File: src/hw/rtl/rc3_pkg.sv
`default_nettype none

package rc3_pkg;

    localparam int PIX_W          = 8;
    localparam int COEF_W         = 16;
    localparam int COEF_FRAC_BITS = 8;
    localparam int MAX_WIDTH      = 1024;
    localparam int MAX_HEIGHT     = 1024;
    localparam int MIN_DIM        = 3;
    localparam int ADDR_W         = $clog2(MAX_WIDTH);
    localparam int ROW_W          = $clog2(MAX_HEIGHT);
    localparam int DIM_W          = 11;
    localparam int CFG_W          = 48;
    localparam int CFG_IDX_W      = 3;
    localparam int DATA_W         = 24;
    localparam int PROD_W         = COEF_W + PIX_W;
    localparam int COL_W          = PROD_W + 2;
    localparam int SUM_W          = PROD_W + 4;
    localparam int PIX_MAX        = 255;

    typedef enum logic [CFG_IDX_W-1:0] {
        CFG_COEF_TOP    = 3'd0,
        CFG_COEF_MIDDLE = 3'd1,
        CFG_COEF_BOTTOM = 3'd2,
        CFG_WIDTH       = 3'd3,
        CFG_HEIGHT      = 3'd4
    } cfg_index_t;

    typedef struct packed {
        logic [PIX_W-1:0] red;
        logic [PIX_W-1:0] green;
        logic [PIX_W-1:0] blue;
    } pixel_t;

    typedef struct packed {
        pixel_t top;
        pixel_t mid;
        pixel_t bot;
    } column_t;

    typedef struct packed {
        logic signed [COEF_W-1:0] top;
        logic signed [COEF_W-1:0] mid;
        logic signed [COEF_W-1:0] bot;
    } coef_col_t;

    typedef struct packed {
        logic signed [COL_W-1:0] red;
        logic signed [COL_W-1:0] green;
        logic signed [COL_W-1:0] blue;
    } chan_sum_t;

    typedef struct packed {
        logic row_end;
        logic frame_end;
    } tag_t;

endpackage

`default_nettype wire

File: src/hw/rtl/rc3_cell.sv
`default_nettype none

module rc3_cell (
    input  wire logic               clk,
    input  wire logic               rst_n,
    input  wire logic               shift_en,
    input  wire logic               en,
    input  wire rc3_pkg::column_t   col_in,
    input  wire rc3_pkg::coef_col_t coefs,
    output rc3_pkg::column_t        col_out,
    output rc3_pkg::chan_sum_t      sums
);
    import rc3_pkg::*;

    column_t                  col_reg;
    logic signed [PROD_W-1:0] prod_reg [3][3];
    chan_sum_t                sum_reg;
    pixel_t                   pix_row  [3];
    logic signed [COEF_W-1:0] coef_row [3];

    function automatic logic signed [PROD_W-1:0] mul(
        input logic signed [COEF_W-1:0] c,
        input logic [PIX_W-1:0]         p
    );
        logic signed [PROD_W-1:0] r;
        r = PROD_W'(c) * PROD_W'($signed({1'b0, p}));
        return r;
    endfunction

    assign pix_row[0]  = col_reg.top;
    assign pix_row[1]  = col_reg.mid;
    assign pix_row[2]  = col_reg.bot;
    assign coef_row[0] = coefs.top;
    assign coef_row[1] = coefs.mid;
    assign coef_row[2] = coefs.bot;

    always_ff @(posedge clk or negedge rst_n)
    begin
        if (!rst_n)
        begin
            col_reg <= '0;
        end
        else if (shift_en)
        begin
            col_reg <= col_in;
        end
    end

    always_ff @(posedge clk)
    begin
        if (en)
        begin
            for (int i = 0; i < 3; i++)
            begin
                prod_reg[i][0] <= mul(coef_row[i], pix_row[i].red);
                prod_reg[i][1] <= mul(coef_row[i], pix_row[i].green);
                prod_reg[i][2] <= mul(coef_row[i], pix_row[i].blue);
            end
            sum_reg.red   <= COL_W'(prod_reg[0][0]) + COL_W'(prod_reg[1][0])
                           + COL_W'(prod_reg[2][0]);
            sum_reg.green <= COL_W'(prod_reg[0][1]) + COL_W'(prod_reg[1][1])
                           + COL_W'(prod_reg[2][1]);
            sum_reg.blue  <= COL_W'(prod_reg[0][2]) + COL_W'(prod_reg[1][2])
                           + COL_W'(prod_reg[2][2]);
        end
    end

    assign col_out = col_reg;
    assign sums    = sum_reg;

endmodule

`default_nettype wire

File: config.mk
export PLATFORM = sky130hd
export DESIGN_NAME = rc3_cell
export DESIGN_NICKNAME = d
export VERILOG_FILES = /design/src/hw/rtl/rc3_pkg.sv /design/src/hw/rtl/rc3_cell.sv
export SDC_FILE = /design/constraint.sdc
export NUM_CORES = 2
export LEC_CHECK = 0
export BUFFER_PORTS_ARGS = -buffer_cell sky130_fd_sc_hd__buf_4
export CAP_MARGIN = 20
export CORE_MARGIN = 3
export CORE_UTILIZATION = 60
export DETAILED_ROUTE_END_ITERATION = 16
export GPL_TIMING_DRIVEN = 0
export HOLD_SLACK_MARGIN = 0.15
export PLACE_DENSITY = 0.82
export SYNTH_ARGS = -nofsm -noshare
export SYNTH_HDL_FRONTEND = slang
export SYNTH_SLANG_ARGS = --single-unit
File: constraint.sdc
create_clock -name clk -period 6.2 [get_ports clk]
set_input_delay 0.31 -clock clk [delete_from_list [all_inputs] [get_ports clk]]
set_output_delay 0.31 -clock clk [all_outputs]
set_load 0.03 [all_outputs]
==> summary.md <==
| Metric | Value |
|---|---|
| Result of the run | `completed` |
| Crit start category | `register` |
| Depth of the most critical reg-to-reg path | `17` |
| Initial core utilization | `60.69%` |
| Crit Reg-Reg Endpoint | `prod_reg[2][46]` |
| Crit share post-route | `98.01%` |
| Post-synthesis cell area | `56730 um^2` |
| Number of instances in the synthesized netlist | `5890` |
| Proportion of layout cells with a drive suffix above 1 | `7.730%` |
| Last weighted congestion value of the routability-driven placer | `0.9786` |
| Via density | `5.541` |
| Worst endpoint data arrival time | `6.45 ns` |
| Largest driver fanout on the critical path | `10` |
| Row count | `112` |
| Total Nets Final | `7885` |
| CP most frequent cell | `fa_1` |
| Crit path required time | `6.58 ns` |
| Met1 Resource Use GR | `39.56%` |
| Unique cell type count in the Yosys netlist | `73` |
| Max_cap viols | `0` |
| Clock Path Buffers | `3` |
| Routed length per instance | `20.04 um` |
| Overall overflow remaining after global route | `0` |
| Crit-path max cell delay | `0.71 ns` |
| Flip-flop and latch count after synthesis | `366` |
| Core footprint | `93470 um^2` |
| TritonCTS Buffers | `45` |
| Vertical die dimension | `313.5 um` |
| DRC violations left | `0` |
| Hold path startpoint | `en` |
| Clock tree from TritonCTS | `done` |
| Number of cells traversed by the worst hold path | `1` |
| Type of destination of the critical path | `register` |
| Top Usage Layer GRT | `met2` |
| Flip-flop count of the largest register, all copies and words added | `216` |
| YS warnings | `0` |
| Share of synthesized flip-flops with an asynchronous set or reset | `19.67%` |
| Area Growth Syn to Fin | `11.00%` |
| Clock sinks | `366` |
| Synthesized area per cell | `9.631 um^2` |
| IO buf count | `272` |
| Endpoints failing hold | `0` |
| 1st-iter DRT viols | `3128` |
| Number of H-tree levels | `2` |
| Standard cell with the maximum stage delay on the critical path | `dfrtp_1` |
| Number of vias in the routed layout | `42040` |
| Number of enable-type register cells in the synthesized netlist | `294` |
| Vias in the first global route | `44830` |
| Number of slew-limit violations in the final report | `0` |
| Leading cell types in the layout, fill and taps excluded | `1429 x inv_1, 975 x fa_1, 718 x nand2_1` |
| Clock latency on the worst-skew pair | `0.66 ns` |
| Clock root cell | `clkbuf_16` |
| Least-Margin Pin Slew | `1.114 ns` |
| Pin count of the biggest net entering global routing | `120` |
| Post-Synthesis Net Count | `7484` |
| TritonRoute pass-1 iters | `5` |
| Most common library cell in the layout ignoring fill and taps | `inv_1` |
| Top Ports | `274` |
| Total global routing track utilization | `31.91%` |
| Clock Pin Slew Worst Setup and Hold Paths | `0.07 ns` |
| FMAX | `0.1646 GHz` |
| Worst slew margin | `25.72%` |
| Flip-flop cell with the highest count after synthesis | `edfxtp_1` |
| Sequential area share after synthesis | `18.74%` |
| Antenna violations before repair | `11` |
| X dimension of the die | `313.5 um` |
| Dpl hpwl | `122400 um` |
| Hold endpoint | `prod_reg[0][56]` |
| Hold/Removal Path Class | `in2reg` |
| Finished Cell Area | `62960 um^2` |
| Post-route clock skew | `0.04368 ns` |
| Crit Path Class | `reg2reg` |
| Total wire length after detailed routing | `152000 um` |
| Full die area | `98270 um^2` |
| Critical register-to-register path startpoint | `col_out[11]` |
| Ordered cell list for the critical path | `clkbuf_1, nand2_1, fa_1, fa_1, inv_1, fa_1, inv_1, fa_1, inv_1, ha_1, nor3_1, o21ai_1, a31oi_1, nor3_1, o22a_1, a221o_1, xor2_1` |
| Instance area at placement | `60520 um^2` |
| Global routing usage on met2 | `52.54%` |
| Met3 track utilization from global routing | `7.568%` |
| Final-report setup violation count | `0` |
| Internal reg-to-reg setup slack | `0.12 ns` |
| Minimum clock period | `6.077 ns` |
| ANT nets after route | `0` |
| First-pass GRT wire length | `242100 um` |
| RSZ-0062 raised after global routing | `no` |
-- layer usage --
metal	wire length (um)	share of wire, %	up-vias
met5	63	0.041	-
met4	8777	5.8	10
met3	14730	9.7	484
met2	71860	47	1825
met1	56590	37	20950
li1	-	-	18770
-- final cells by class --
class,instances,area (um^2)
sequential,366,10630
buffer,202,772.0
clock buffer,53,1186
clock inverter,29,369.1
inverter,1429,5364
timing repair buffer,360,3030
fill,7056,30510
antenna,7,17.52
tap,1254,1569
multi-input combinational,3887,40020
-- kinds of logic after synthesis --
group           Yosys count  synth area share, %
compound gates          590                6.805
xor+xnor                265                4.092
fa+ha+maj              1470                45.33
buf+inv                1637                10.83
flops                   366                18.74
mux                      72                1.429
simple gates           1490                12.78
-- synthesized netlist by cell type, drive strengths merged (22+ instances only) --
| master | instances | area, um^2 |
|---|---|---|
| inv | 1429 | 5364 |
| xor2 | 73 | 639.4 |
| clkbuf | 207 | 777.0 |
| nor2 | 97 | 364.1 |
| nand3 | 29 | 145.1 |
| mux2 | 72 | 810.8 |
| a211oi | 26 | 215.2 |
| a31oi | 27 | 168.9 |
| o21a | 26 | 195.2 |
| a21oi | 181 | 924.6 |
| xnor2 | 192 | 1682 |
| nand2 | 718 | 2695 |
| ha | 495 | 6193 |
| a21o | 104 | 780.8 |
| dfrtp | 72 | 1802 |
| o21bai | 31 | 232.7 |
| and3 | 22 | 137.6 |
| edfxtp | 294 | 8828 |
| and2 | 518 | 3241 |
| o21ai | 114 | 596.8 |
| fa | 975 | 19520 |
-- stage by stage --
| step | hold slack (ns) | TNS [ns] | instances | utilization (%) | worst slack [ns] |
|---|---|---|---|---|---|
| final | 0.2054 | 0 | 7587 | 67.36 | 0.1232 |
| after global routing | 0.2231 | 0 | 7581 | 67.35 | 0.005391 |
| after CTS | 0.1935 | 0 | 7586 | 67.29 | 0.05942 |
| after detailed placement | 0.2501 | -0.2514 | 7424 | 64.74 | -0.1946 |
| after global placement | 0.5427 | -0.1000 | 7416 | 64.55 | -0.08510 |
| after floorplan | 0.01441 | 0 | 5890 | - | 0.9520 |
-- worst max-delay path by stage --
stage | start | endpoint | slack, ns | cells past startpoint
after global placement | col_out[41] | prod_reg[1][70] | -0.09 | 19
after CTS | col_out[8] | prod_reg[2][46] | 0.06 | 18
after global routing | col_out[32] | prod_reg[1][46] | 0.005 | 18
after detailed placement | col_out[41] | prod_reg[1][70] | -0.19 | 19
after floorplan | col_out[33] | prod_reg[1][47] | 0.95 | 19
final | col_out[11] | prod_reg[2][46] | 0.12 | 17
-- timing repair --
item,4_1_cts,5_1_grt
hold buffers,80,0
gates resized for setup,2,31
endpoints found under the hold margin,150,0
gates cloned,0,0
setup buffers,0,0
endpoints found under the setup margin,2,22
-- worst max-delay path: cells and delay by family, from the launching register on --
family	cells	cell delay, ns
xor+xnor	1	0.41
simple gates	3	0.48
buf+inv	4	0.71
flops	1	0.71
compound gates	4	1.15
fa+ha+maj	5	2.31
Power is left out: the tool's default activity adds up to more than one toggle a clock period on the data nets, which glitch-free logic cannot reach.
