--- src/hw/rtl/rc3_pkg.sv ---
`default_nettype none

package rc3_pkg;

    localparam int PIX_W          = 8;
    localparam int COEF_W         = 16;
    localparam int COEF_FRAC_BITS = 8;
    localparam int MAX_WIDTH      = 1024;
    localparam int MAX_HEIGHT     = 1024;
    localparam int MIN_DIM        = 3;
    localparam int ADDR_W         = $clog2(MAX_WIDTH);
    localparam int ROW_W          = $clog2(MAX_HEIGHT);
    localparam int DIM_W          = 11;
    localparam int CFG_W          = 48;
    localparam int CFG_IDX_W      = 3;
    localparam int DATA_W         = 24;
    localparam int PROD_W         = COEF_W + PIX_W;
    localparam int COL_W          = PROD_W + 2;
    localparam int SUM_W          = PROD_W + 4;
    localparam int PIX_MAX        = 255;

    typedef enum logic [CFG_IDX_W-1:0] {
        CFG_COEF_TOP    = 3'd0,
        CFG_COEF_MIDDLE = 3'd1,
        CFG_COEF_BOTTOM = 3'd2,
        CFG_WIDTH       = 3'd3,
        CFG_HEIGHT      = 3'd4
    } cfg_index_t;

    typedef struct packed {
        logic [PIX_W-1:0] red;
        logic [PIX_W-1:0] green;
        logic [PIX_W-1:0] blue;
    } pixel_t;

    typedef struct packed {
        pixel_t top;
        pixel_t mid;
        pixel_t bot;
    } column_t;

    typedef struct packed {
        logic signed [COEF_W-1:0] top;
        logic signed [COEF_W-1:0] mid;
        logic signed [COEF_W-1:0] bot;
    } coef_col_t;

    typedef struct packed {
        logic signed [COL_W-1:0] red;
        logic signed [COL_W-1:0] green;
        logic signed [COL_W-1:0] blue;
    } chan_sum_t;

    typedef struct packed {
        logic row_end;
        logic frame_end;
    } tag_t;

endpackage

`default_nettype wire

--- src/hw/rtl/rc3_out.sv ---
`default_nettype none

module rc3_out (
    input  wire logic                       clk,
    input  wire logic                       rst_n,
    input  wire rc3_pkg::chan_sum_t         sums [3],
    input  wire logic                       v_in,
    input  wire rc3_pkg::tag_t              tag_in,
    input  wire logic                       m_tready,
    output logic                            m_tvalid,
    output logic [rc3_pkg::DATA_W-1:0]      m_tdata,
    output logic                            m_tlast,
    output logic                            m_tuser,
    output logic                            load
);
    import rc3_pkg::*;

    logic              tvalid_reg;
    logic [DATA_W-1:0] tdata_reg;
    logic              tlast_reg;
    logic              tuser_reg;
    logic [PIX_W-1:0]  red_c;
    logic [PIX_W-1:0]  green_c;
    logic [PIX_W-1:0]  blue_c;

    function automatic logic [PIX_W-1:0] clamp(
        input logic signed [COL_W-1:0] a,
        input logic signed [COL_W-1:0] b,
        input logic signed [COL_W-1:0] c
    );
        logic signed [SUM_W-1:0] s;
        logic [PIX_W-1:0]        r;
        s = SUM_W'(a) + SUM_W'(b) + SUM_W'(c);
        if (s[SUM_W-1] || (s == '0))
        begin
            r = '0;
        end
        else if (|s[SUM_W-1:COEF_FRAC_BITS+PIX_W])
        begin
            r = PIX_W'(PIX_MAX);
        end
        else
        begin
            r = s[COEF_FRAC_BITS+PIX_W-1:COEF_FRAC_BITS];
        end
        return r;
    endfunction

    always_comb
    begin
        red_c   = clamp(sums[0].red,   sums[1].red,   sums[2].red);
        green_c = clamp(sums[0].green, sums[1].green, sums[2].green);
        blue_c  = clamp(sums[0].blue,  sums[1].blue,  sums[2].blue);
    end

    assign load = !tvalid_reg || m_tready;

    always_ff @(posedge clk or negedge rst_n)
    begin
        if (!rst_n)
        begin
            tvalid_reg <= 1'b0;
        end
        else if (load)
        begin
            tvalid_reg <= v_in;
        end
    end

    always_ff @(posedge clk)
    begin
        if (load)
        begin
            tdata_reg <= {blue_c, green_c, red_c};
            tlast_reg <= tag_in.row_end;
            tuser_reg <= tag_in.frame_end;
        end
    end

    assign m_tvalid = tvalid_reg;
    assign m_tdata  = tdata_reg;
    assign m_tlast  = tlast_reg;
    assign m_tuser  = tuser_reg;

endmodule

`default_nettype wire

--- config.mk ---
export PLATFORM = sky130hd
export DESIGN_NAME = rc3_out
export DESIGN_NICKNAME = d
export VERILOG_FILES = /design/src/hw/rtl/rc3_pkg.sv /design/src/hw/rtl/rc3_out.sv
export SDC_FILE = /design/constraint.sdc
export NUM_CORES = 1
export LEC_CHECK = 0
export BUFFER_PORTS_ARGS = -buffer_cell sky130_fd_sc_hd__buf_2
export CORE_MARGIN = 5
export CORE_UTILIZATION = 56
export DETAILED_ROUTE_END_ITERATION = 6
export GPL_ROUTABILITY_DRIVEN = 1
export HOLD_SLACK_MARGIN = 0.15
export PLACE_DENSITY = 0.95
export SETUP_SLACK_MARGIN = 0.3
export SLEW_MARGIN = 20
export SYNTH_ARGS = -nofsm -noshare
export SYNTH_HDL_FRONTEND = slang
export SYNTH_SLANG_ARGS = --single-unit
--- constraint.sdc ---
create_clock -name clk -period 2.5 [get_ports clk]
set_input_delay 0.125 -clock clk [delete_from_list [all_inputs] [get_ports clk]]
set_output_delay 0.125 -clock clk [all_outputs]
set_load 0.03 [all_outputs]
==> results of run 1 <==
placed cells by master (no fill, tap or decap), types with 18 or more instances in the layout:
cell,instances
inv_1,63
o211ai_1,18
a21oi_2,21
buf_4,207
edfxtp_1,26
nor2_1,49
a21oi_1,55
o21ai_0,34
ha_1,68
nand2_1,66
buf_2,261
nand3_1,25
xor2_1,18
fa_1,75
final cells by class:
class	instances	area, µm²
Multi-Input combinational cell	715	6730
Timing Repair Buffer	485	3050
Fill cell	570	1520
Sequential cell	27	806
Inverter	69	267
Tap cell	172	215
Clock buffer	3	75.1
Clock inverter	1	5.00
power breakdown:
| group | total [µW] | switching [µW] | internal (µW) |
|---|---|---|---|
| sequential | 700 | 53.3 | 647 |
| combinational | 5820 | 3360 | 2460 |
| clock | 373 | 157 | 216 |
sequential cells by signal (all words and copies together), names as in the netlist:
| signal | flops |
|---|---|
| m_tvalid | 1 |
| m_tlast | 1 |
| m_tdata | 24 |
| m_tuser | 1 |
timing repair:
item | in CTS | in global routing
gates resized for setup | 63 | 61
pin swaps | 35 | 36
hold endpoints to repair | 4 | 0
setup buffers | 8 | 7
hold buffers | 4 | 0
cloned | 0 | 0
setup endpoints to repair | 24 | 24
per-stage QoR:
step | cells | instance area [µm²]
3_5_place_dp | 1449 | 10300
6_report | 1472 | 11100
2_1_floorplan | 840 | 7380
3_3_place_gp | 1449 | 10300
5_1_grt | 1472 | 11100
4_1_cts | 1465 | 10800
worst max-delay path: stages:
cell	delay [ns]
buf_2	0.17
fa_2	0.71
ha_4	0.25
buf_4	0.14
nand2b_4	0.07
a21oi_4	0.07
buf_4	0.17
a2111oi_4	0.43
nor2_1	0.14
a211oi_1	0.27
o22ai_1	0.18
nor4_4	0.31
buf_6	0.21
a21oi_4	0.11
layer usage:
layer | wire [µm] | share of wire [%] | up-vias | GRT usage, %
li1 | - | - | 4014 | -
met1 | 10600 | 30 | 4411 | 39.1
met2 | 16300 | 46 | 1009 | 67.3
met3 | 4450 | 13 | 383 | 8.81
met4 | 3710 | 11 | 6 | 27.3
met5 | 87 | 0.25 | - | 0
how the worst min path moves through the flow:
stage	from	to	slack (ns)	cells after the start
2_1_floorplan	rst_n	m_tvalid	-0.17	0
3_3_place_gp	rst_n	m_tvalid	-0.07	1
3_5_place_dp	rst_n	m_tvalid	-0.07	1
4_1_cts	rst_n	m_tvalid	0.19	2
5_1_grt	rst_n	m_tvalid	0.23	2
6_report	rst_n	m_tvalid	0.22	2
logic make-up (layout without fill, tap and decap cells):
logic type      after synthesis  count (layout)  share of synthesized area [%]
flops                        27              27                           11.1
xor+xnor                     35              35                           4.23
buf+inv                      98             558                           5.58
compound gates              259             259                           23.7
mux                           6               6                          0.899
simple gates                256             256                           18.5
fa+ha+maj                   159             159                           35.9
==> impl_metrics.ini, run 1 <==
[critical_path]
critPathLaunchType = input pin
r2r_end = m_tuser
r2r-start = m_tvalid
startpoint = sums[29]
reg2reg_depth = 2
cp_data_required_time_ns = 2.50
arrival_ns = 3.38
end_kind = register
crit_path_end = m_tdata[13]
critPathMaxFanout = 8
worstSetupPathType = input pin to register
reg2reg_slack_ns = 1.23

[layout]
syn2layout_area_growth_pct = 54.0
antennaDiodeCount = 0
nNetsFinal = 1700
drive_gt1_share_pct = 47.5
final_util_pct = 88.0

[pwr]
p_leak_uw = 0.00523
p_total_uw = 6890
power.density_nw_per_um2 = 618
peakVddDrop_v = 0.000349

[placed_design]
port_buffers = 267
dp_hpwl_um = 22400
place_congestion = 0.987
dp_slack_ns = -1.09

[die]
die_height_um = 124
rows = 41
dieArea_um2 = 15300
top_level_ports = 268
core_um2 = 12700
initial_core_util_pct = 57.1
die_w_um = 124

[synthesis]
synth_edf_count = 26
synth-seq-cells = 27
synth_top_area_share_pct = 22.4
post-synth-top-count-cell = fa_1
synth_warnings = 0
yosysTopAreaCell = fa_1
ys_seq_area_share_pct = 11.1
synth_ff_type = edfxtp_1
synthesis.area_um2 = 7240
synth.distinct_cells = 77
syn_inst = 840
synthTopCellsByArea = fa_1 (22%), ha_1 (13%), edfxtp_1 (11%), a21oi_1 (5.5%), inv_1 (3.6%)
netlist_top_cells_count = fa_1 (81), a21oi_1 (80), ha_1 (78), inv_1 (69), nand2_1 (67)
syn_area_per_cell_um2 = 8.62
ys_async_sr_fraction_pct = 3.70
syn-num-nets = 1239

[timing]
tns_ns = -16.82
period_needed_ns = 3.38
finalSetupViolCount = 24
finalHoldViolCount = 0
finalWorstSetupSlack_ns = -0.878
period_share_pct = 135
whs_ns = 0.215
fmax_mhz = 296
report.final.slew_viol_count = 0
rsz0062_at_grt = yes
tightestPinTransition_ns = 0.628
relSlewSlack_pct = 57.0
fin_skew_ns = 0.0129

[clock_tree]
cts_tree = done
cts_root_buf = clkbuf_16
cts.clk_slew.worst_paths_ns = 0.08
clockBufferDepth = 2
worstSkewPairLatency_ns = 0.27
cts_max_level = 1
cts_buffers = 3
clock_sinks = 27

[route]
routed_via_density = 6.67
wl_per_cell_um = 23.9
vias = 9823
wl_um = 35100
ant_nets = 0
first_pass_iters = 7
drt_iter0_markers = 1384
drc = 2

[global_route]
grt_first_pass_wirelength_um = 46100
antenna_found_initial = 1
grt_pass1_vias = 9883
overflow = 0
track_usage_pct = 38.0
grt_max_degree = 29

[run_status]
violations = DRC, setup timing
status = complete, but fails checks

[run]
maxCapViolCount = 0

[min_path]
hp-class = input pin to async pin
Power figures use the tool's default switching activity.
==> run 2: changes to the inputs <==
CELL_PAD_IN_SITES_DETAIL_PLACEMENT = 0   (was unset)
CELL_PAD_IN_SITES_GLOBAL_PLACEMENT = 1   (was unset)
CORE_UTILIZATION = 40   (was 56)
RECOVER_POWER = 100   (was unset)
==> run 2 against run 1 <==
Effect of this change:
- the flow finishes with violations (setup timing)
- global-route usage is 17 points lower
- core utilization is 27 points lower
- sequential power down 2%
- via count decreased by 17%
- combinational power decreased by 12%
- worst hold slack got worse by 0.0034 ns
- clock power up 1%
- sequential cell count is the same
- power is 9.9% lower
- critical path depth unchanged
- non-clock buffer count is 8 lower
- design area shrank 1.3%
==> impl_metrics.ini, run 2 (synthesis gave the netlist of run 1 again) <==
[timing]
rsz0062_at_grt = yes
fmax_mhz = 330
relSlewSlack_pct = 22.1
finalHoldViolCount = 0
period_needed_ns = 3.03
report.final.slew_viol_count = 0
finalSetupViolCount = 24
period_share_pct = 121
tightestPinTransition_ns = 1.17
tns_ns = -11.05
finalWorstSetupSlack_ns = -0.532
fin_skew_ns = 0.00155

[run_status]
status = complete, but fails checks
violations = setup timing

[placed_design]
place_congestion = 1.00
port_buffers = 267
dp_hpwl_um = 20300
dp_slack_ns = -0.873

[die]
die_w_um = 145
dieArea_um2 = 20900
core_um2 = 17900
top_level_ports = 268
initial_core_util_pct = 40.4
die_height_um = 145
rows = 49

[critical_path]
arrival_ns = 3.02
end_kind = register
r2r-start = m_tvalid
worstSetupPathType = input pin to register
startpoint = sums[209]
critPathLaunchType = input pin
cp_data_required_time_ns = 2.49
critPathMaxFanout = 8

[layout]
final_common_cell = buf_2
syn2layout_area_growth_pct = 52.0
largest_register_ff_count = 24
nNetsFinal = 1692
drive_gt1_share_pct = 43.3
final_util_pct = 61.4
layout_common_cells = buf_2 (234), buf_4 (197), fa_1 (77), ha_1 (68), nand2_1 (67)

[global_route]
grt_first_pass_wirelength_um = 36900
grt_pass1_vias = 8150
track_usage_pct = 21.2
grt_max_degree = 21
overflow = 0
antenna_found_initial = 1

[clock_tree]
cts.clk_slew.worst_paths_ns = 0.07
cts_buffers = 3
cts_max_level = 1
cts_root_buf = clkbuf_16
clock_sinks = 27
worstSkewPairLatency_ns = 0.26
cts_tree = done
clockBufferDepth = 2

[min_path]
hp-class = input pin to async pin

[pwr]
power.density_nw_per_um2 = 564
peakVddDrop_v = 0.000389
p_leak_uw = 0.00508

[run]
maxCapViolCount = 0

[route]
drt_iter0_markers = 412
wl_per_cell_um = 15.4
drc = 0
first_pass_iters = 7
routed_via_density = 5.39
ant_nets = 0
wl_um = 23500
vias = 8197
[run 2: cell types whose count changed in the layout (fill, tap and decap cells not counted), sizes merged]
cell	previous run	this run
diode	0	1
clkinvlp	0	1
buf	481	443
clkinv	1	0
clkbuf	3	33
[run 2: worst paths after layout]
check | endpoint | slack (ns) | cells after the start
max in group asynchronous | m_tvalid | 2.21 | 2
worst min-delay path | m_tvalid | 0.21 | 2
worst min register to register | m_tdata[6] | 0.84 | 1
worst max-delay path | m_tdata[3] | -0.53 | 14
worst max register to register | m_tdata[19] | 0.50 | 2
min in group clk | m_tdata[6] | 0.50 | 2
[run 2: timing repair]
| action | 4_1_cts | 5_1_grt |
|---|---|---|
| hold buffers | 4 | 0 |
| buffers inserted | 2 | 0 |
| pin swaps | 34 | 24 |
| setup endpoints to repair | 24 | 24 |
| resized for setup | 66 | 30 |
| hold endpoints to repair | 4 | 0 |
[run 2: report_power, final]
part	internal, µW	leakage [µW]	switching, µW
clock	218	0.0000371	160
sequential	646	0.000265	36.9
combinational	2330	0.00478	2810
total	3200	0.00508	3010
[run 2: cell type report]
| type | count | area (µm²) |
|---|---|---|
| antenna | 1 | 2.50 |
| multi-input combinational | 715 | 6620 |
| timing repair buffer | 477 | 2940 |
| clock inverter | 1 | 7.51 |
| inverter | 69 | 267 |
| sequential | 27 | 806 |
| clock buffer | 3 | 75.1 |
| fill | 1566 | 6900 |
| tap | 229 | 287 |
[run 2: layer usage]
| metal | GRT usage (%) | vias to the layer above | wire length (µm) |
|---|---|---|---|
| met4 | 6.19 | 0 | 590 |
| met2 | 38.2 | 302 | 11900 |
| met1 | 27.2 | 3865 | 9550 |
| met5 | 0 | - | 0 |
| met3 | 1.55 | 40 | 1450 |
| li1 | - | 3990 | - |
[run 2: worst max-delay path: stages]
cell and delay [ns]:
buf_6 0.09, fa_1 0.54, ha_2 0.18, inv_2 0.04, fa_2 0.32, nor2b_2 0.14
o211ai_1 0.14, a2111oi_4 0.39, o211ai_1 0.20, a2bb2oi_2 0.28, xor2_2 0.12, nor4_4 0.15
buf_6 0.17, a41oi_2 0.13
[run 2: metrics by stage]
| stage | total power [µW] | instance area (µm²) | cells | hold WS, ns |
|---|---|---|---|---|
| final | 6210 | 11000 | 1522 | 0.212 |
| after global routing | 6700 | 11000 | 1522 | 0.202 |
| after CTS | 6040 | 10900 | 1521 | 0.212 |
| after detailed placement | 5350 | 10400 | 1511 | -0.0979 |
| after global placement | 5270 | 10400 | 1511 | -0.0994 |
| after floorplan | 3450 | 7380 | 840 | -0.171 |
==> run 3: changes to the inputs <==
ABC_AREA = 1   (was unset)
CAP_MARGIN = 15   (was unset)
CORE_MARGIN = 4   (was 5)
CORE_UTILIZATION = 39   (was 40)
==> run 3 against run 2 <==
Effect of this change:
- the run still ends with setup timing left
- core utilization is 5.8 points lower
- register-to-register slack better by 0.57 ns
- power increased by 13%
- largest cell class unchanged
==> impl_metrics.ini, run 3 <==
[timing]
period_needed_ns = 2.65
relSlewSlack_pct = 49.6
report.final.slew_viol_count = 0
finalHoldViolCount = 0
fmax_mhz = 377
period_share_pct = 106
fin_skew_ns = 0.00269
tightestPinTransition_ns = 0.756
whs_ns = 0.155
finalSetupViolCount = 22
rsz0062_at_grt = yes
finalWorstSetupSlack_ns = -0.151

[route]
wl_met1_um = 12200
met3_length_um = 1610
drc = 0
topRoutingLayerUsed = met4
first_pass_iters = 6
vias = 10800
wl_per_cell_um = 12.1
ant_nets = 0
drt_iter0_markers = 517
wl_um = 28400
met2_length_um = 14200
routed_via_density = 4.61

[synthesis]
synth_ff_type = edfxtp_1
synthTopCellsByArea = nand2_1 (25%), fa_1 (17%), inv_1 (15%), ha_1 (10%), edfxtp_1 (8.3%)
syn_area_per_cell_um2 = 5.86
ys_seq_area_share_pct = 8.59
synth_edf_count = 26
ys_async_sr_fraction_pct = 3.70
synth.distinct_cells = 29
synth_warnings = 0
yosysTopAreaCell = nand2_1
synth-seq-cells = 27
synth_top_area_share_pct = 25.3
netlist_top_cells_count = nand2_1 (633), inv_1 (369), nor2_1 (136), nand3_1 (92), fa_1 (81)
syn-num-nets = 2001
synthesis.area_um2 = 9380
post-synth-top-count-cell = nand2_1
syn_inst = 1602

[clock_tree]
cts.clk_slew.worst_paths_ns = 0.07
cts_buffers = 3
clockBufferDepth = 2
cts_root_buf = clkbuf_16
cts_max_level = 1
worstSkewPairLatency_ns = 0.27
clock_sinks = 27
cts_tree = done

[critical_path]
cp_data_required_time_ns = 2.53
end_kind = register
critPathMaxFanout = 7
arrival_ns = 2.68
critPathLaunchType = input pin
worstSetupPathType = input pin to register

[min_path]
hp-class = input pin to async pin

[layout]
fillers = 2417
syn2layout_area_growth_pct = 39.5
largest_register_ff_count = 24
drive_gt1_share_pct = 28.9
final_common_cell = nand2_1
antennaDiodeCount = 0
nNetsFinal = 2434
design_area_um2 = 13100
layout_common_cells = nand2_1 (604), inv_1 (360), buf_2 (233), buf_4 (158), nor2_1 (99)

[die]
initial_core_util_pct = 39.8
dieArea_um2 = 26600
die_height_um = 163
core_um2 = 23500
top_level_ports = 268
rows = 56
die_w_um = 163

[placed_design]
dp_slack_ns = -0.498
port_buffers = 267
placed_area_um2 = 12300
place_congestion = 0.929
dp_hpwl_um = 25200

[global_route]
grt_max_degree = 29
antenna_found_initial = 0
track_usage_pct = 20.7
grt_first_pass_wirelength_um = 46200
grt_pass1_vias = 10600
overflow = 0

[run]
maxCapViolCount = 0

[run_status]
violations = setup timing
status = complete, but fails checks

[pwr]
p_total_uw = 7000
p_leak_uw = 0.00776
power.density_nw_per_um2 = 535
peakVddDrop_v = 0.000273
-- run 3: cell count changes after synthesis, moves of 19 or more --
cell      previous run  this run
clkbuf_1            19         0
a21oi_1             80        40
o21ai_0             42         3
inv_1               69       369
nand2_1             67       633
nor2_1              51       136
nand2_2              0        22
nand3_1             26        92
-- run 3: cell families after synthesis --
group | Yosys count | share of synthesized area (%)
buffers and inverters | 371 | 14.9
AOI/OAI and AO/OA | 49 | 2.79
xor gates and xnor gates | 13 | 1.21
DFF | 27 | 8.59
adders and majority gates | 159 | 27.7
and+or+nand+nor | 983 | 44.9
-- run 3: timing repair --
item,4_1_cts,5_1_grt
endpoints found under the hold margin,4,0
pin swaps,47,26
setup buffers,11,2
resized for setup,63,77
hold buffers,4,0
endpoints found under the setup margin,24,24
-- run 3: layout make-up --
| type | count | area (µm²) | area share, % |
|---|---|---|---|
| multi-input combinational | 1204 | 7860 | 60.1 |
| sequential | 27 | 806 | 6.16 |
| timing repair buffer | 430 | 2550 | 19.5 |
| clock inverter | 1 | 7.51 | 0.0573 |
| tap | 319 | 399 | 3.05 |
| inverter | 369 | 1390 | 10.6 |
| clock buffer | 3 | 75.1 | 0.573 |
-- run 3: worst max-delay path: stages --
cell     delay [ns]
buf_6          0.09
fa_1           0.55
ha_2           0.19
inv_2          0.04
fa_2           0.37
inv_2          0.09
nand2_2        0.06
nand3_4        0.10
nand3_4        0.08
nand2_4        0.12
nand2_4        0.05
nand3_2        0.05
nand2_1        0.05
nor2_1         0.08
nand3_1        0.12
nor2_4         0.18
nand3_2        0.11
nand2_4        0.15
nor2_2         0.06
-- run 3: worst paths after layout --
kind                            startpoint          end  slack (ns)  cells after the start
max in group asynchronous            rst_n     m_tvalid        2.23                      2
worst max register to register    m_tvalid   m_tdata[8]        1.07                      2
worst min register to register    m_tvalid     m_tvalid        1.08                      3
min in group clk                 tag_in[1]      m_tlast        0.61                      2
worst min-delay path                 rst_n     m_tvalid        0.15                      2
worst max-delay path             sums[183]  m_tdata[12]       -0.15                     19
-- run 3: power breakdown --
part | internal [µW] | switching (µW)
Sequential | 670 | 45.9
Combinational | 2410 | 3480
Clock | 219 | 177
-- run 3: layer usage --
layer	vias up	GRT usage [%]
li1	5683	-
met1	4839	26.4
met2	287	39.1
met3	31	1.46
met4	0	2.90
met5	-	0
-- run 3: through the flow --
| stage | cells | TNS, ns | util (%) |
|---|---|---|---|
| finish | 2353 | -2.31 | 55.6 |
| detailed placement | 2332 | -10.11 | 52.2 |
| global placement | 2332 | -9.11 | 52.2 |
| global route | 2353 | -6.34 | 55.6 |
| CTS | 2351 | -1.25 | 54.3 |
| floorplan | 1602 | -1.13 | - |
